--- src/hdl/veb_pkg.sv ---
// ----------------------------------------------------------------------------
// veb_pkg
// Shared types and constants for the volume / balance front-panel tick block.
// ----------------------------------------------------------------------------
package veb_pkg;

   // Default number of channel buttons
   localparam int VEB_CHANNELS     = 4;
   localparam int VEB_MAX_CHANNELS = 8;
   localparam int VEB_LEVELS_W     = 4;

   // Field widths
   localparam int VEB_VOL_W    = 8;
   localparam int VEB_DELAY_W  = 16;
   localparam int VEB_SUM_W    = 18;
   localparam int VEB_SAMPLE_W = 10;
   localparam int VEB_BAL_W    = 6;
   localparam int VEB_CMD_W    = 3;
   // Command value before truncation: up to 2 + VEB_MAX_CHANNELS - 1
   localparam int VEB_CMD_CALC_W = 4;

   // CSR port
   localparam int VEB_ADDR_W = 4;
   localparam int VEB_DATA_W = 32;

   // Register reset values
   localparam logic [VEB_VOL_W-1:0]   VEB_VOLUME_MAX_RST = 8'd95;
   localparam logic [VEB_DELAY_W-1:0] VEB_SAVE_DELAY_RST = 16'd8000;
   localparam logic [VEB_SUM_W-1:0]   VEB_THRESHOLD_RST  = 18'd1024;

   // Debounce shift register reset value for the encoder lines
   localparam logic [7:0] VEB_ENC_SHIFT_RST = 8'h01;

   // Button command codes
   localparam logic [VEB_CMD_CALC_W-1:0] VEB_CMD_NONE  = 4'd0;
   localparam logic [VEB_CMD_CALC_W-1:0] VEB_CMD_POWER = 4'd1;
   localparam logic [VEB_CMD_CALC_W-1:0] VEB_CMD_CHAN0 = 4'd2;

   // Register index within the CSR map
   typedef enum logic [1:0] {
      VEB_REG_VOLUME_MAX = 2'd0,
      VEB_REG_SAVE_DELAY = 2'd1,
      VEB_REG_THRESHOLD  = 2'd2
   } veb_reg_type;

   // Status from the balance unit for the current item
   typedef struct packed {
      logic                        changed;
      logic signed [VEB_BAL_W-1:0] balance;
   } veb_bal_status_type;

endpackage

--- src/hdl/veb_balance.sv ---
// ----------------------------------------------------------------------------
// veb_balance
// Leaky sum of balance samples, threshold tracking and balance recompute.
// ----------------------------------------------------------------------------
module veb_balance import veb_pkg::*; (
   input  logic                    clock,
   input  logic                    reset,
   input  logic                    enable,
   input  logic [VEB_SAMPLE_W-1:0] sample,
   input  logic [VEB_SUM_W-1:0]    threshold,
   output veb_bal_status_type      status
);

   // 2731 / 65536 approximates 1/24 exactly for magnitudes up to 512
   localparam logic [11:0] RECIP_24 = 12'd2731;

   logic [VEB_SUM_W-1:0]        leaky_ff, leaky_in;
   logic [VEB_SUM_W-1:0]        taken_ff, taken_in;
   logic signed [VEB_BAL_W-1:0] balance_ff, balance_in;

   logic [VEB_SUM_W-1:0] diff;
   logic                 over;
   logic [10:0]          centered;
   logic                 neg;
   logic [9:0]           mag;
   logic [21:0]          prod;
   logic [VEB_BAL_W-1:0] quot;
   logic [VEB_BAL_W-1:0] new_balance;

   always_comb begin
      leaky_in = leaky_ff - {8'd0, leaky_ff[VEB_SUM_W-1:8]}
               + {{(VEB_SUM_W-VEB_SAMPLE_W){1'b0}}, sample};
      diff = (leaky_in >= taken_ff) ? (leaky_in - taken_ff) : (taken_ff - leaky_in);
      over = diff > threshold;

      // (sum >> 8) - 512, divided by 24 toward zero
      centered    = {1'b0, leaky_in[VEB_SUM_W-1:8]} - 11'd512;
      neg         = centered[10];
      mag         = neg ? 10'(-centered) : centered[9:0];
      prod        = mag * RECIP_24;
      quot        = {1'b0, prod[20:16]};
      new_balance = neg ? (-quot) : quot;

      taken_in   = over ? leaky_in : taken_ff;
      balance_in = over ? $signed(new_balance) : balance_ff;

      status.changed = over;
      status.balance = balance_in;
   end

   always_ff @(posedge clock) begin
      if (reset) begin
         leaky_ff   <= '0;
         taken_ff   <= '0;
         balance_ff <= '0;
      end else if (enable) begin
         leaky_ff   <= leaky_in;
         taken_ff   <= taken_in;
         balance_ff <= balance_in;
      end
   end

endmodule

--- src/hdl/volume_encoder_balance_tick.sv ---
// ----------------------------------------------------------------------------
// volume_encoder_balance_tick
// Front-panel tick: debounced encoder volume, leaky balance, save timer,
// button debounce and command.
// ----------------------------------------------------------------------------
//  channel | direction | handshake       | contents
//  req_    | in        | valid / stall   | encoder lines, ADC sample, buttons
//  rsp_    | out       | valid / stall   | volume, balance, flags, command
//  csr     | in / out  | psel / penable  | volume_max, save_delay, threshold
//
//  One item per clock. Each accepted item updates all state in the same
//  cycle; its result appears in the output register on the next cycle.
//  Throughput is set by the single update stage: one item every cycle.
//  Synchronous reset clears the state (encoder shifts load 8'h01) but not
//  the result data; registers return to their defaults. A stalled result
//  holds and blocks input only while the output register is full.
// ----------------------------------------------------------------------------
module volume_encoder_balance_tick import veb_pkg::*; #(
   parameter int CHANNELS = VEB_CHANNELS
) (
   input  logic                    clock,
   input  logic                    reset,

   input  logic                    req_valid,
   output logic                    req_stall,
   input  logic                    req_enc_a,
   input  logic                    req_enc_b,
   input  logic [VEB_SAMPLE_W-1:0] req_balance_sample,
   input  logic [VEB_LEVELS_W-1:0] req_button_levels,
   input  logic                    req_power_pin,
   input  logic                    req_clear_pending,

   output logic                    rsp_valid,
   input  logic                    rsp_stall,
   output logic [VEB_VOL_W-1:0]    rsp_volume_position,
   output logic signed [VEB_BAL_W-1:0] rsp_balance_half_db,
   output logic                    rsp_update_pending,
   output logic                    rsp_save_strobe,
   output logic                    rsp_power_released,
   output logic [VEB_CMD_W-1:0]    rsp_button_command,

   input  logic                    psel,
   input  logic                    penable,
   input  logic                    pwrite,
   input  logic [VEB_ADDR_W-1:0]   paddr,
   input  logic [VEB_DATA_W-1:0]   pwdata,
   output logic [VEB_DATA_W-1:0]   prdata,
   output logic                    pready
);

   // Configuration registers
   logic [VEB_VOL_W-1:0]   volume_max_ff;
   logic [VEB_DELAY_W-1:0] save_delay_ff;
   logic [VEB_SUM_W-1:0]   threshold_ff;
   veb_reg_type            reg_sel;
   logic                   csr_write;

   // State
   logic [7:0]             shift_a_ff, shift_a_in;
   logic [7:0]             shift_b_ff, shift_b_in;
   logic [1:0]             gray_ff, gray_in;
   logic [3:0]             tick_ff, tick_in;
   logic [VEB_VOL_W-1:0]   volume_ff, volume_in;
   logic                   pending_ff, pending_in;
   logic [VEB_DELAY_W-1:0] countdown_ff, countdown_in;
   logic [7:0]             power_shift_ff, power_shift_in;
   logic [7:0]             button_shift_ff [CHANNELS];
   logic [7:0]             button_shift_in [CHANNELS];

   // Result register
   logic                        rsp_valid_ff, rsp_valid_in;
   logic [VEB_VOL_W-1:0]        rsp_volume_ff;
   logic signed [VEB_BAL_W-1:0] rsp_balance_ff;
   logic                        rsp_pending_ff;
   logic                        rsp_strobe_ff, strobe;
   logic                        rsp_released_ff;
   logic [VEB_CMD_W-1:0]        rsp_cmd_ff;

   logic                        accept;
   logic                        prev_settled, now_stable, enc_event;
   logic [1:0]                  ns;
   logic                        step_up, step_dn, vol_change, change;
   logic [VEB_DELAY_W-1:0]      cd_load;
   logic [VEB_MAX_CHANNELS-1:0] levels_ext;
   logic [VEB_CMD_CALC_W-1:0]   cmd;
   veb_bal_status_type          bal_status;

   // ---------------------------------------------------------------- CSR
   assign pready    = 1'b1;
   assign reg_sel   = veb_reg_type'(paddr[3:2]);
   assign csr_write = psel & penable & pwrite & pready;

   always_ff @(posedge clock) begin
      if (reset) begin
         volume_max_ff <= VEB_VOLUME_MAX_RST;
         save_delay_ff <= VEB_SAVE_DELAY_RST;
         threshold_ff  <= VEB_THRESHOLD_RST;
      end else if (csr_write) begin
         unique case (reg_sel)
            VEB_REG_VOLUME_MAX: volume_max_ff <= pwdata[VEB_VOL_W-1:0];
            VEB_REG_SAVE_DELAY: save_delay_ff <= pwdata[VEB_DELAY_W-1:0];
            VEB_REG_THRESHOLD:  threshold_ff  <= pwdata[VEB_SUM_W-1:0];
            default: ;
         endcase
      end
   end

   always_comb begin
      unique case (reg_sel)
         VEB_REG_VOLUME_MAX: prdata = {{(VEB_DATA_W-VEB_VOL_W){1'b0}}, volume_max_ff};
         VEB_REG_SAVE_DELAY: prdata = {{(VEB_DATA_W-VEB_DELAY_W){1'b0}}, save_delay_ff};
         VEB_REG_THRESHOLD:  prdata = {{(VEB_DATA_W-VEB_SUM_W){1'b0}}, threshold_ff};
         default:            prdata = '0;
      endcase
   end

   // ---------------------------------------------------------- handshake
   assign req_stall    = rsp_valid_ff & rsp_stall;
   assign accept       = req_valid & ~req_stall;
   assign rsp_valid_in = accept | (rsp_valid_ff & rsp_stall);

   // ------------------------------------------------------------ balance
   veb_balance u_balance (
      .clock     (clock),
      .reset     (reset),
      .enable    (accept),
      .sample    (req_balance_sample),
      .threshold (threshold_ff),
      .status    (bal_status)
   );

   // ------------------------------------------------ encoder and volume
   always_comb begin
      prev_settled = (shift_a_ff == 8'h00 || shift_a_ff == 8'hff)
                  && (shift_b_ff == 8'h00 || shift_b_ff == 8'hff);
      shift_a_in = {shift_a_ff[6:0], req_enc_a};
      shift_b_in = {shift_b_ff[6:0], req_enc_b};
      now_stable = (shift_a_in == 8'h00 || shift_a_in == 8'hff)
                && (shift_b_in == 8'h00 || shift_b_in == 8'hff);
      enc_event  = ~prev_settled & now_stable;

      // Gray decode: B high reflects the A bit into states 2 and 3
      ns      = (|shift_b_in) ? (2'd3 - {1'b0, shift_a_in[0]}) : {1'b0, shift_a_in[0]};
      step_up = enc_event && (ns == gray_ff + 2'd1);
      step_dn = enc_event && (ns == gray_ff - 2'd1);
      gray_in = enc_event ? ns : gray_ff;

      volume_in  = volume_ff;
      vol_change = 1'b0;
      if (step_up && volume_ff < volume_max_ff) begin
         volume_in  = volume_ff + 8'd1;
         vol_change = 1'b1;
      end else if (step_dn && volume_ff != '0) begin
         volume_in  = volume_ff - 8'd1;
         vol_change = 1'b1;
      end
   end

   // ---------------------------------------------- pending and save timer
   always_comb begin
      change     = vol_change | bal_status.changed;
      pending_in = change | (pending_ff & ~req_clear_pending);
      cd_load    = change ? save_delay_ff : countdown_ff;
      if (cd_load != '0) begin
         countdown_in = cd_load - 16'd1;
         strobe       = (cd_load == 16'd1);
      end else begin
         countdown_in = cd_load;
         strobe       = 1'b0;
      end
   end

   // ------------------------------------------------------------ buttons
   assign levels_ext = {{(VEB_MAX_CHANNELS-VEB_LEVELS_W){1'b0}}, req_button_levels};
   assign tick_in    = tick_ff + 4'd1;

   always_comb begin
      power_shift_in = power_shift_ff;
      for (int i = 0; i < CHANNELS; i++) begin
         button_shift_in[i] = button_shift_ff[i];
      end
      // buttons sample once every 16 ticks
      if (tick_in == 4'd0) begin
         power_shift_in = {power_shift_ff[6:0], ~req_power_pin};
         for (int i = 0; i < CHANNELS; i++) begin
            button_shift_in[i] = {button_shift_ff[i][6:0], levels_ext[i]};
         end
      end

      cmd = VEB_CMD_NONE;
      if (power_shift_in == 8'hff) begin
         cmd = VEB_CMD_POWER;
      end else begin
         for (int i = 0; i < CHANNELS; i++) begin
            if (button_shift_in[i] == 8'hff) begin
               cmd = VEB_CMD_CHAN0 + VEB_CMD_CALC_W'(i);
            end
         end
      end
   end

   // ------------------------------------------------------------ state
   always_ff @(posedge clock) begin
      if (reset) begin
         shift_a_ff     <= VEB_ENC_SHIFT_RST;
         shift_b_ff     <= VEB_ENC_SHIFT_RST;
         gray_ff        <= '0;
         tick_ff        <= '0;
         volume_ff      <= '0;
         pending_ff     <= 1'b0;
         countdown_ff   <= '0;
         power_shift_ff <= '0;
         for (int i = 0; i < CHANNELS; i++) begin
            button_shift_ff[i] <= '0;
         end
      end else if (accept) begin
         shift_a_ff     <= shift_a_in;
         shift_b_ff     <= shift_b_in;
         gray_ff        <= gray_in;
         tick_ff        <= tick_in;
         volume_ff      <= volume_in;
         pending_ff     <= pending_in;
         countdown_ff   <= countdown_in;
         power_shift_ff <= power_shift_in;
         for (int i = 0; i < CHANNELS; i++) begin
            button_shift_ff[i] <= button_shift_in[i];
         end
      end
   end

   always_ff @(posedge clock) begin
      if (reset) begin
         rsp_valid_ff <= 1'b0;
      end else begin
         rsp_valid_ff <= rsp_valid_in;
      end
   end

   always_ff @(posedge clock) begin
      if (accept) begin
         rsp_volume_ff   <= volume_in;
         rsp_balance_ff  <= bal_status.balance;
         rsp_pending_ff  <= pending_in;
         rsp_strobe_ff   <= strobe;
         rsp_released_ff <= (power_shift_in == 8'h00);
         rsp_cmd_ff      <= cmd[VEB_CMD_W-1:0];
      end
   end

   assign rsp_valid           = rsp_valid_ff;
   assign rsp_volume_position = rsp_volume_ff;
   assign rsp_balance_half_db = rsp_balance_ff;
   assign rsp_update_pending  = rsp_pending_ff;
   assign rsp_save_strobe     = rsp_strobe_ff;
   assign rsp_power_released  = rsp_released_ff;
   assign rsp_button_command  = rsp_cmd_ff;

endmodule

--- config.mk ---
export PLATFORM = sky130hd
export DESIGN_NAME = volume_encoder_balance_tick
export DESIGN_NICKNAME = d
export VERILOG_FILES = /design/src/hdl/veb_pkg.sv /design/src/hdl/veb_balance.sv /design/src/hdl/volume_encoder_balance_tick.sv
export SDC_FILE = /design/constraint.sdc
export NUM_CORES = 1
export LEC_CHECK = 0
export BUFFER_PORTS_ARGS = -buffer_cell sky130_fd_sc_hd__buf_2
export CORE_MARGIN = 2
export CORE_UTILIZATION = 33
export DETAILED_ROUTE_END_ITERATION = 7
export PLACE_DENSITY = 0.55
export SLEW_MARGIN = 20
export SYNTH_ARGS = -nofsm -noshare
export SYNTH_HDL_FRONTEND = slang
export SYNTH_SLANG_ARGS = --single-unit
--- constraint.sdc ---
create_clock -name clock -period 13.5 [get_ports clock]
set_input_delay 1.35 -clock clock [delete_from_list [all_inputs] [get_ports clock]]
set_output_delay 1.35 -clock clock [all_outputs]
set_load 0.005 [all_outputs]
### Word-level counts from Yosys, hierarchy flattened

Memory sizes are Yosys's and may differ from the RTL's.
Index checks and enable logic that the tools add are counted.
W data, S select, Z words.

* input bits: 61
* logic and storage cells: 127
* output and inout bits: 55
* memories kept: 1
* flip-flop bits (word level): 160
* memory bits (writable): 32

* bitwise operators: 17
* eq/ne operators: 14
* $lt $le $gt $ge: 3
* reductions and logical operators: 27
* add/subtract/negate cells: 14
* multiplexer cells: 27
* multipliers: 1

Memory list
* button_shift_ff: depth 4, bits a word 8, rd ports 4, clocked after memory_dff 0, wr ports 4, line volume_encoder_balance_tick.sv:67 `logic [7:0] button_shift_ff [CHANNELS];`

Operator list (number)
* $eq A8 B8 Y1 const B: 9
* $mux W8: 7
* $pmux W18 S3: 1
* $logic_not A8 Y1: 5
* $sub A18 B18 Y18: 2
* $mux W16: 2
* $mux W32: 1
* $mul A10 B12 Y21 const B: 1
* $add A18 B10 Y18: 1
* $ge A18 B18 Y1: 1
* $gt A18 B18 Y1: 1
* $mux W18: 1
* $sub A18 B10 Y18: 1
* $eq A16 B1 Y1 const B: 1
* $reduce_bool A16 Y1: 1
* $sub A16 B1 Y16 const B: 1
* $mux W6: 2
* $sub A10 B10 Y11 const B: 1
* $mux W10: 1
* $neg A10 Y10: 1
* $reduce_and A2 Y1: 5
* $mux W3: 3
* $add A8 B1 Y8 const B: 1
* $lt A8 B8 Y1: 1
* 22 further kinds: 52

### Logic depth before layout (Yosys ltp)

Gate-level depths: netlist of the first run.

* depth in word-level cells: 13
* depth in mapped cells: 42
* gate-level depth less buffers: 40

### Cells and area by module

A second synthesis of the first run with hierarchy kept.

* cell total of the unflattened synthesis: 1809
* area total of the unflattened synthesis: 14782.9 um2

By module, submodules not included
* volume_encoder_balance_tick: area an instance 7658.6 um2, instances 1, seq. area each 3523.4 um2, cells each 897
* veb_balance: area an instance 7124.3 um2, instances 1, seq. area each 840.8 um2, cells each 912

### Least setup slack after synthesis of the first run

Ideal clock, no wire load.

* path type: in2reg
* start point: input req_balance_sample[1]
* end point: register rsp_balance_ff[3] (netlist: rsp_balance_half_db[3]), data pin
* cell stages on the path: 33
* path slack: 3.456 ns
* data arrival time: 9.784 ns
* path buffers: 0
* library setup time: 0.260 ns
* required time: 13.240 ns
* path through: inv_1 > fa_1 > inv_1 > fa_1 > a211oi_1 > o211ai_1 > nand2_1 > xor2_2 > inv_1 > nor3_2 > o2111ai_1 > or2_2 > o21ai_0 > xnor2_1 > ha_1 > inv_1 > fa_1 > inv_1 > fa_1 > fa_1 > inv_1 > fa_1 > inv_1 > ha_1 > and4_1 > and2_1 > a21o_1 > a221o_1 > a221o_1 > nor3_1 > o31ai_1 > xnor2_1 > mux2_2

RTL lines
* from (decl): line volume_encoder_balance_tick.sv:28 `input logic [VEB_SAMPLE_W-1:0] req_balance_sample,`
* to (signal assigned): line volume_encoder_balance_tick.sv:242 `rsp_balance_ff <= bal_status.balance;`
* to (decl): line volume_encoder_balance_tick.sv:73 `logic signed [VEB_BAL_W-1:0] rsp_balance_ff;`

### Worst setup path after layout of the first run

* start point: input req_balance_sample[1]
* end point: register countdown_ff[15]

* word-level cells in the longest chain between the ends: 8
* elaborated cells on any way between the ends: 11
* classes of those cells: add/sub (4); order compare (2); mux (3); bitwise (1); reduce/logical (1)

RTL lines
* $add A18 B10 Y18 (*): line veb_balance.sv:32 `+ {{(VEB_SUM_W-VEB_SAMPLE_W){1'b0}}, sample};`
* $sub A18 B18 Y18 / $ge A18 B18 Y1 (equally long branches): line veb_balance.sv:33 `diff = (leaky_in >= taken_ff) ? (leaky_in - taken_ff) : (taken_ff - leaky_in);`
* $mux W18 (*): line veb_balance.sv:33
* $gt A18 B18 Y1 (*): line veb_balance.sv:34 `over = diff > threshold;`
* $or A1 B1 Y1 (*): line volume_encoder_balance_tick.sv:161 `change = vol_change | bal_status.changed;`
* $mux W16 (*): line volume_encoder_balance_tick.sv:163 `cd_load = change ? save_delay_ff : countdown_ff;`
* $sub A16 B1 Y16 / $reduce_bool A16 Y1 (equally long branches): line volume_encoder_balance_tick.sv:165, volume_encoder_balance_tick.sv:164
* $mux W16 (*): line volume_encoder_balance_tick.sv:164 `if (cd_load != '0) begin`
* to (signal assigned): line volume_encoder_balance_tick.sv:223 `countdown_ff <= countdown_in;`
* to (decl): line volume_encoder_balance_tick.sv:65 `logic [VEB_DELAY_W-1:0] countdown_ff, countdown_in;`

Mark *: on every way between the ends. The rest lies on a longest branch, timed or not.
A chain may end at the register's enable or synchronous reset.

==> results.md, run 1 <==
- Worst Setup Start Kind: input pin
- Final setup fails: 0
- Multi-input logic area: 9440 sq um
- Min-Delay Path Class: reg -> reg
- Cells on worst reg2reg path: 35
- Post-Syn Instances: 1842
- Slew at the pin with the worst max-slew slack: 984 ps
- Critical path capture point type: flip-flop
- Vias in the first global route: 12300
- Area grow syn2layout: 10.7%
- PostCTS Resize Cnt: 0
- Clock sink count: 192
- Yosys top cell area share: 0.189
- Die height: 216 um
- Ant. Diodes: 0
- Worst stage delay on the critical path: 810 ps
- Most common cell in the netlist: nand2_1
- Largest net degree at the start of global routing: 85
- Rows: 77
- GRT Residual Overflow: 0
- Simple-Gate Fraction of Synth Area: 0.203
- Number of flops mapped to enable cells by yosys: 52
- Max Fclk: 93.7 MHz
- I/O Buffers: 84
- Tmin final: 10670 ps
- Layout cell share with drive strength beyond 1: 0.0996
- Max FO, Critical Path: 26
- Post-DP Area: 15800 sq um
- Max cap viols: 0
- Max Slew Vio Count: 0
- Die ar.: 46600 sq um
- Levels on crit path: 36
- Vias: 12800
- Register area: 4360 sq um
- First-pass DRT Iterations: 5
- RSZ-0062 raised after global routing: false
- Mux contribution to synthesized area: 0.0248
- Final hold vios: 0
- Top post-synthesis cells by area: dfxtp_1 19%, ha_1 12%, edfxtp_1 11%
- Adder-Cell Fraction of Synth Area: 0.170
- Routed WL: 38600 um
- Status: finished, final reports clean
- Reg-to-reg endpoint: countdown_ff[15]$_SDFFE_PP0P_
- Fillers: 4653
- Chip width: 216 um
- Fin cells: 2490
- Slowest stage cell, crit path: maj3_1
- Worst setup path end: countdown_ff[15]$_SDFFE_PP0P_
- Setup TNS Final: 0 ps
- WP data arrival: 11060 ps
- Mean Syn Cell Area: 8.05 sq um
- Final Net Count: 2124
- Io pins: 116
- Seq cells post-synth: 192
- Post-synth ARST share: 0
- Area share of xor/xnor cells in the synthesized design: 0.0398
- YS warnings: 0
- CTS buffer count: 17
- RR Startpoint: u_balance.leaky_ff[1]$_SDFFE_PP0P_
- GRT Util Overall: 0.167
- Initial antenna violation count: 0
- Clock Latency Late Sink: 480 ps
- Main flop type after synthesis: dfxtp_1
- Fin area: 16400 sq um
- Most frequent cells after synthesis: 331 x nand2_1, 193 x a21oi_1, 178 x inv_1
- Clock Skew: 14.6 ps
- Drt via density: 5.15
- Compound-Gate Fraction of Synth Area: 0.193
- Clock-pin slew on the worst setup and hold paths: 80 ps
- Tcrit/Tclk final: 0.791
- Number of distinct library cells after synthesis: 92
- CP required: 13890 ps
- Root buf cell: clkbuf_16
- Delay-heaviest family, CP: compound AO/OA/AOI/OAI gates
- DRC: 0
- Main combinational cell family by area after synthesis: simple AND/OR/NAND/NOR gates
- H-tree levels: 4
- Setup repair bufs after CTS: 0
- R2R setup slack: 3520 ps
- CTS tree: built
- Synthesized area: 14800 sq um
- DP HPWL: 28800 um
- Cell count after placement: 2458
- Post-DRT Antenna Nets: 0
- Initial cell density of the core: 0.334
- Drt wl/cell: 15.5 um
- Initial detailed-routing violation count: 712
- Clk buf depth: 2
- Kind of critical path: in -> reg
- Slew HR: 0.335
- Crit path from: req_balance_sample[1]
- Core area: 44300 sq um
- Seq/Total Area, Yosys: 0.294
- Post-CTS Hold Buffers: 0
- Buf+Inv Stages, Crit Path: 4
- GPL Wtd Cong: 0.868
- Area leader, netlist: dfxtp_1
- First-pass GRT wire length: 63100 um
## through the flow
step           worst slack [ps]  hold WS [ps]  utilization
6_report                   2830           454        0.370
5_1_grt                    2060           473        0.370
4_1_cts                    2940           458        0.370
3_5_place_dp               2450           448        0.357
3_3_place_gp               2550           444        0.357
2_1_floorplan              3460           434            -
## layout make-up
type / count / area share
Clock buffer: 18 / 0.0261
Tap cell: 592 / 0.0451
Timing Repair Buffer: 107 / 0.0363
Inverter: 178 / 0.0408
Multi-Input combinational cell: 1389 / 0.575
Clock inverter: 14 / 0.0108
Sequential cell: 192 / 0.266
## kinds of logic after synthesis
family | after synthesis
and+or+nand+nor | 650
AOI/OAI and AO/OA | 445
buffers and inverters | 274
DFF | 192
adders and majority gates | 179
xor gates and xnor gates | 65
muxes | 35
other | 2
## cells in the final DEF, fill, tap and decap left out, drive strengths merged, types with 15 or more instances in the layout
master and instances:
nor3 22, o21ai 60, clkbuf 18, a211oi 27, buf 107, mux2i 24, a21o 38, fa 38
xor2 21, a31oi 21, nand3 34, edfxtp 52, conb 15, dfxtp 140, and2 17, nor2 118
nand4 20, inv 182, a21oi 193, xnor2 43, nand2 332, nor4 15, nand2b 17, ha 140
## worst min-delay path by stage
stage                                    startpoint                                    to  slack, ps  cells after the start
3_5_place_dp     u_balance.leaky_ff[6]$_SDFFE_PP0P_    u_balance.leaky_ff[6]$_SDFFE_PP0P_        450                      2
5_1_grt          u_balance.leaky_ff[3]$_SDFFE_PP0P_    u_balance.leaky_ff[3]$_SDFFE_PP0P_        470                      2
6_report         u_balance.leaky_ff[6]$_SDFFE_PP0P_    u_balance.leaky_ff[6]$_SDFFE_PP0P_        450                      2
4_1_cts          u_balance.taken_ff[9]$_SDFFE_PP0P_    u_balance.taken_ff[9]$_SDFFE_PP0P_        460                      2
2_1_floorplan  u_balance.balance_ff[4]$_SDFFE_PP0P_  u_balance.balance_ff[4]$_SDFFE_PP0P_        430                      2
3_3_place_gp     u_balance.leaky_ff[7]$_SDFFE_PP0P_    u_balance.leaky_ff[7]$_SDFFE_PP0P_        440                      2
## metal layers
layer,global-route usage,vias up,routed length [um],part of all wire
li1,-,6444,-,-
met1,0.215,6163,18300,0.48
met2,0.280,184,18300,0.47
met3,0.0292,37,1180,0.030
met4,0.0594,0,805,0.021
met5,0,-,0,0
## worst register-to-register path, delay by kind of cell (launching register included)
kind	cells	cell delay, ps
AO/OA/AOI/OAI	15	3570
multiplexers	3	990
flip-flops	1	330
adder cells (fa/ha/maj)	6	2770
XOR/XNOR	1	210
buffers and inverters	3	230
AND/OR/NAND/NOR	7	1800
## registers in the layout, summed over array words and instances (netlist names), 16 cells and up
signal,cells
u_balance.leaky_ff,18
button_shift_ff,32
countdown_ff,16
save_delay_ff,16
u_balance.taken_ff,18
threshold_ff,18
Power of run 1 is not shown: default switching activity piles up to over one toggle a cycle in this logic, so the estimate is an artifact.
==> run 2, diff against run 1 <==
clock period = 10.5 ns   (was 13.5 ns; I/O delays follow)
==> run 2 against run 1 <==
Net effect: non-clock buffer count increased by 7; critical endpoint is now rsp_balance_half_db[3]$_DFFE_PP_; worst hold slack improved by 1.1 ps; final area increased by 0.18%; count of clock-buffer cells in the layout is 1 lower; critical path type unchanged.
==> results.md, run 2 (synthesized netlist as in run 1, its figures left out) <==
- Status: finished, final reports clean
- Final Net Count: 2131 (+0.33%)
- GRT Util Overall: 0.168 (+0.00164)
- H-tree levels: 4 (unchanged)
- Biggest register: button_shift_ff
- Min-Delay Path Class: reg -> reg
- Tcrit/Tclk final: 0.939
- Max Slew Vio Count: 0 (unchanged)
- Final hold vios: 0 (unchanged)
- Critical path capture point type: flip-flop
- DRC: 0 (unchanged)
- Initial cell density of the core: 0.334 (unchanged)
- Most frequent CP cell: inv_1
- PostCTS Resize Cnt: 0 (unchanged)
- Clock-pin slew on the worst setup and hold paths: 80 ps (about the same)
- Area grow syn2layout: 10.9%
- Largest net degree at the start of global routing: 65 (-24%)
- Initial antenna violation count: 0 (unchanged)
- Fillers: 4649 (-0.086%)
- Max Fclk: 101 MHz
- Die height: 216 um (unchanged)
- Clk buf depth: 2 (unchanged)
- Commonest cells after routing, fill and taps aside: 330 x nand2_1, 193 x a21oi_1, 177 x inv_1
- Root buf cell: clkbuf_16
- Post-DRT Antenna Nets: 0 (unchanged)
- CP required: 10740 ps (-3150 ps)
- Slew HR: 0.390 (+0.0554)
- Setup TNS Final: 0 ps (unchanged)
- Clock Latency Late Sink: 490 ps (about the same)
- Slew at the pin with the worst max-slew slack: 912 ps (-72.0 ps)
- Slowest stage cell, crit path: fa_1
- WP data arrival: 10100 ps (-960 ps)
- Clock Skew: 14.1 ps (-0.533 ps)
- First-pass GRT wire length: 63500 um (+0.75%)
- Drt via density: 5.16 (+0.18%)
- Kind of critical path: in -> reg
- CTS tree: built
- First-pass DRT Iterations: 5 (unchanged)
- GPL Wtd Cong: 0.851 (-1.9%)
- Max reg flops: 32 (unchanged)
- Vias: 12900 (+0.46%)
- Vias in the first global route: 12400 (+0.41%)
- Io pins: 116 (unchanged)
- Drt wl/cell: 15.6 um (+0.90%)
- Rows: 77 (unchanged)
- Chip width: 216 um (unchanged)
- Clock sink count: 192 (unchanged)
- Layout cell share with drive strength beyond 1: 0.103 (+0.00383)
- I/O Buffers: 84 (unchanged)
- Final setup fails: 0 (unchanged)
- Core area: 44300 sq um (unchanged)
- Max FO, Critical Path: 6 (-77%)
- Post-CTS Hold Buffers: 0 (unchanged)
- Worst Setup Start Kind: input pin
- Tmin final: 9860 ps
- Max cap viols: 0 (unchanged)
- GRT Residual Overflow: 0 (unchanged)
- DP HPWL: 29100 um (+1.0%)
- Ant. Diodes: 0 (unchanged)
- Leading cell type in the layout, fill and taps excluded: nand2_1
- CTS buffer count: 17 (unchanged)
- Die ar.: 46600 sq um (unchanged)
- Initial detailed-routing violation count: 761 (+6.9%)
- Setup repair bufs after CTS: 0 (unchanged)
- RSZ-0062 raised after global routing: false
- Worst stage delay on the critical path: 540 ps (-270 ps)
- Routed WL: 39000 um (+1.2%)
## run 2: cell types whose count changed in the layout (fill, tap and decap cells not counted), moves of 2 or more
cell / delta
inv_8: +2
clkinvlp_4: +2
bufinv_16: -2
buf_4: +7
## run 2: final timing paths
path	to	depth (start not counted)	from	slack [ps]
worst max-delay path	rsp_balance_half_db[3]$_DFFE_PP_	34	req_balance_sample[1]	640
worst min-delay path	u_balance.balance_ff[4]$_SDFFE_PP0P_	2	u_balance.balance_ff[4]$_SDFFE_PP0P_	460
worst max register to register	rsp_balance_half_db[3]$_DFFE_PP_	33	u_balance.leaky_ff[1]$_SDFFE_PP0P_	1010
worst min register to register	u_balance.balance_ff[4]$_SDFFE_PP0P_	2	u_balance.balance_ff[4]$_SDFFE_PP0P_	460
## run 2: cell type report
class	instances	area, sq um	share of cell area
clock buffers	17	425	0.0259
clock inverters	15	151	0.00921
inverters	178	669	0.0407
multi-input cells	1389	9440	0.574
flip-flops and latches	192	4360	0.265
well taps	592	741	0.0451
repair buffers	114	648	0.0394
## run 2: worst max-delay path: cells and delay by family
family	cells	cell delay, ps
multiplexers	1	270
AO/OA/AOI/OAI	8	2350
adder cells (fa/ha/maj)	8	3650
XOR/XNOR	3	440
AND/OR/NAND/NOR	6	1740
buffers and inverters	8	620
## run 2: routing by layer
layer,part of all wire,wire (um),vias to the layer above,GRT usage
li1,-,-,6465,-
met1,0.48,18600,6123,0.222
met2,0.47,18500,263,0.283
met3,0.034,1310,36,0.0262
met4,0.017,651,0,0.0516
met5,0,0,-,0
## run 2: per-stage QoR
step	util	std cells	cell area (sq um)	hold slack (ps)	worst slack [ps]
after floorplan	-	1855	14900	434	756
after global placement	0.358	2465	15900	444	315
after detailed placement	0.358	2465	15900	446	145
after CTS	0.371	2497	16400	458	674
after global routing	0.371	2497	16400	473	71.7
final	0.371	2497	16400	455	637
Power of run 2 is left out for the same reason.
==> run 3, diff against run 2 <==
GPL_TIMING_DRIVEN = 0   (was not set)
clock period = 11.4 ns   (was 10.5 ns; I/O delays follow)
==> run 3 against run 2 <==
Net effect: final area rose by 1.8%; worst hold slack improved by 5.8 ps; register-to-register slack improved by 190 ps; non-clock buffer count rose by 70; via count rose by 3.6%; critical path depth rose by 4; clock skew fell by 0.92 ps; die area did not move; sequential cell count did not move; critical path type unchanged; sequential share of layout area fell by 0.47 points.
==> results.md, run 3 (synthesized netlist as in run 1, its figures left out) <==
- Slowest stage cell, crit path: nor3_2
- Die ar.: 46600 sq um (unchanged)
- Final hold vios: 0 (unchanged)
- Max Slew Vio Count: 0 (unchanged)
- Critical path capture point type: flip-flop
- Drt via density: 5.20 (+0.70%)
- GPL Wtd Cong: 0.900 (+5.8%)
- Post-CTS Hold Buffers: 0 (unchanged)
- Clk buf depth: 2 (unchanged)
- First-pass DRT Iterations: 5 (unchanged)
- RSZ-0062 raised after global routing: false
- WP data arrival: 11080 ps (+980 ps)
- Leading cell type in the layout, fill and taps excluded: nand2_1
- Final Net Count: 2201 (+3.3%)
- Setup ws final: 719 ps (+82.7 ps)
- Tmin final: 10680 ps
- DP HPWL: 34500 um (+19%)
- Setup TNS Final: 0 ps (unchanged)
- Clock Skew: 13.2 ps (-0.918 ps)
- Initial cell density of the core: 0.334 (unchanged)
- Fillers: 4683 (+0.73%)
- Kind of critical path: in -> reg
- Chip width: 216 um (unchanged)
- Status: finished, final reports clean
- Die height: 216 um (unchanged)
- Routed WL: 44400 um (+14%)
- Worst stage delay on the critical path: 740 ps (+200 ps)
- Max FO, Critical Path: 10 (+4)
- Vias: 13300 (+3.6%)
- CTS buffer count: 17 (unchanged)
- Largest net degree at the start of global routing: 23 (-65%)
- I/O Buffers: 83 (-1.2%)
- Max Fclk: 93.6 MHz
- Biggest register: button_shift_ff
- GRT Util Overall: 0.188 (+0.0199)
- Vias in the first global route: 12900 (+4.7%)
- Most frequent CP cell: inv_1
- First-pass GRT wire length: 69900 um (+10%)
- Clock Latency Late Sink: 460 ps (-30 ps)
- Commonest cells after routing, fill and taps aside: 331 x nand2_1, 193 x a21oi_1, 178 x inv_1
- Post-DRT Antenna Nets: 0 (unchanged)
- DRC: 0 (unchanged)
- Place WS: -347 ps (-493 ps)
- Min-Delay Path Class: reg -> reg
- Clock sink count: 192 (unchanged)
- Slew at the pin with the worst max-slew slack: 954 ps (+42.3 ps)
- Area grow syn2layout: 12.9%
- Max cap viols: 0 (unchanged)
- Io pins: 116 (unchanged)
- Drt wl/cell: 17.3 um (+10%)
- Rows: 77 (unchanged)
- Root buf cell: clkbuf_16
- Max reg flops: 32 (unchanged)
- Clock-pin slew on the worst setup and hold paths: 90 ps (about the same)
- Final setup fails: 0 (unchanged)
- Slew HR: 0.363 (-0.0274)
- Final Util: 0.378 (+0.00666)
- Initial antenna violation count: 0 (unchanged)
- CP required: 11800 ps (+1060 ps)
- Initial detailed-routing violation count: 880 (+16%)
- H-tree levels: 4 (unchanged)
- Core area: 44300 sq um (unchanged)
- Tcrit/Tclk final: 0.937
- GRT Residual Overflow: 0 (unchanged)
- Layout cell share with drive strength beyond 1: 0.0987 (-0.00468)
- Post-DP Area: 16100 sq um (+1.6%)
- CTS tree: built
- Fin area: 16700 sq um (+1.8%)
- Worst Setup Start Kind: input pin
## run 3: cell types whose count changed in the layout (fill, tap and decap cells not counted), moves of 3 or more
| cell | previous run | this run |
|---|---|---|
| buf_1 | 0 | 8 |
| buf_2 | 83 | 88 |
| buf_4 | 31 | 19 |
| clkbuf_1 | 0 | 64 |
| clkbuf_2 | 0 | 3 |
| clkinv_8 | 0 | 3 |
| clkinvlp_4 | 5 | 1 |
| inv_6 | 3 | 6 |
## run 3: layout make-up
| cell class | instances | area (sq um) | area share |
|---|---|---|---|
| inverters | 178 | 668 | 0.0399 |
| plain buffers | 96 | 430 | 0.0257 |
| repair buffers | 88 | 493 | 0.0295 |
| diodes | 1 | 2.50 | 0.000150 |
| clock inverters | 15 | 160 | 0.00957 |
| well taps | 592 | 741 | 0.0443 |
| multi-input cells | 1389 | 9450 | 0.565 |
| flip-flops and latches | 192 | 4360 | 0.261 |
| clock buffers | 17 | 425 | 0.0254 |
## run 3: worst max-delay path, delay by kind of cell
kind	cells	cell delay [ps]
xor gates and xnor gates	1	180
AOI/OAI and AO/OA	13	3140
and+or+nand+nor	8	2070
buffers and inverters	8	1550
muxes	2	620
adders and majority gates	6	2350
## run 3: metal layers
layer / track usage / share of wire / vias to the layer above
li1: - / - / 6591
met1: 0.239 / 0.44 / 6350
met2: 0.327 / 0.49 / 329
met3: 0.0252 / 0.041 / 76
met4: 0.0678 / 0.028 / 0
met5: 0 / 0 / -
## run 3: path summary, 6_finish.rpt
check / startpoint / end / slack (ps) / cells after the start
worst max register to register: u_balance.leaky_ff[1]$_SDFFE_PP0P_ / countdown_ff[2]$_SDFFE_PP0P_ / 1200 / 37
worst max-delay path: req_balance_sample[1] / countdown_ff[2]$_SDFFE_PP0P_ / 720 / 38
worst min-delay path: u_balance.leaky_ff[0]$_SDFFE_PP0P_ / u_balance.leaky_ff[0]$_SDFFE_PP0P_ / 460 / 2
worst min register to register: u_balance.leaky_ff[0]$_SDFFE_PP0P_ / u_balance.leaky_ff[0]$_SDFFE_PP0P_ / 460 / 2
## run 3: timing repair
action	CTS	global route
endpoints found under the hold margin	0	0
buffers inserted	0	2
gates resized for setup	0	8
setup endpoints to repair	0	18
## run 3: metrics by stage
| stage | hold WS (ps) | std cells |
|---|---|---|
| 6_report | 461 | 2568 |
| 5_1_grt | 486 | 2567 |
| 4_1_cts | 461 | 2565 |
| 3_5_place_dp | 450 | 2533 |
| 3_3_place_gp | 442 | 2530 |
| 2_1_floorplan | 434 | 1855 |
Power of run 3 is left out for the same reason.
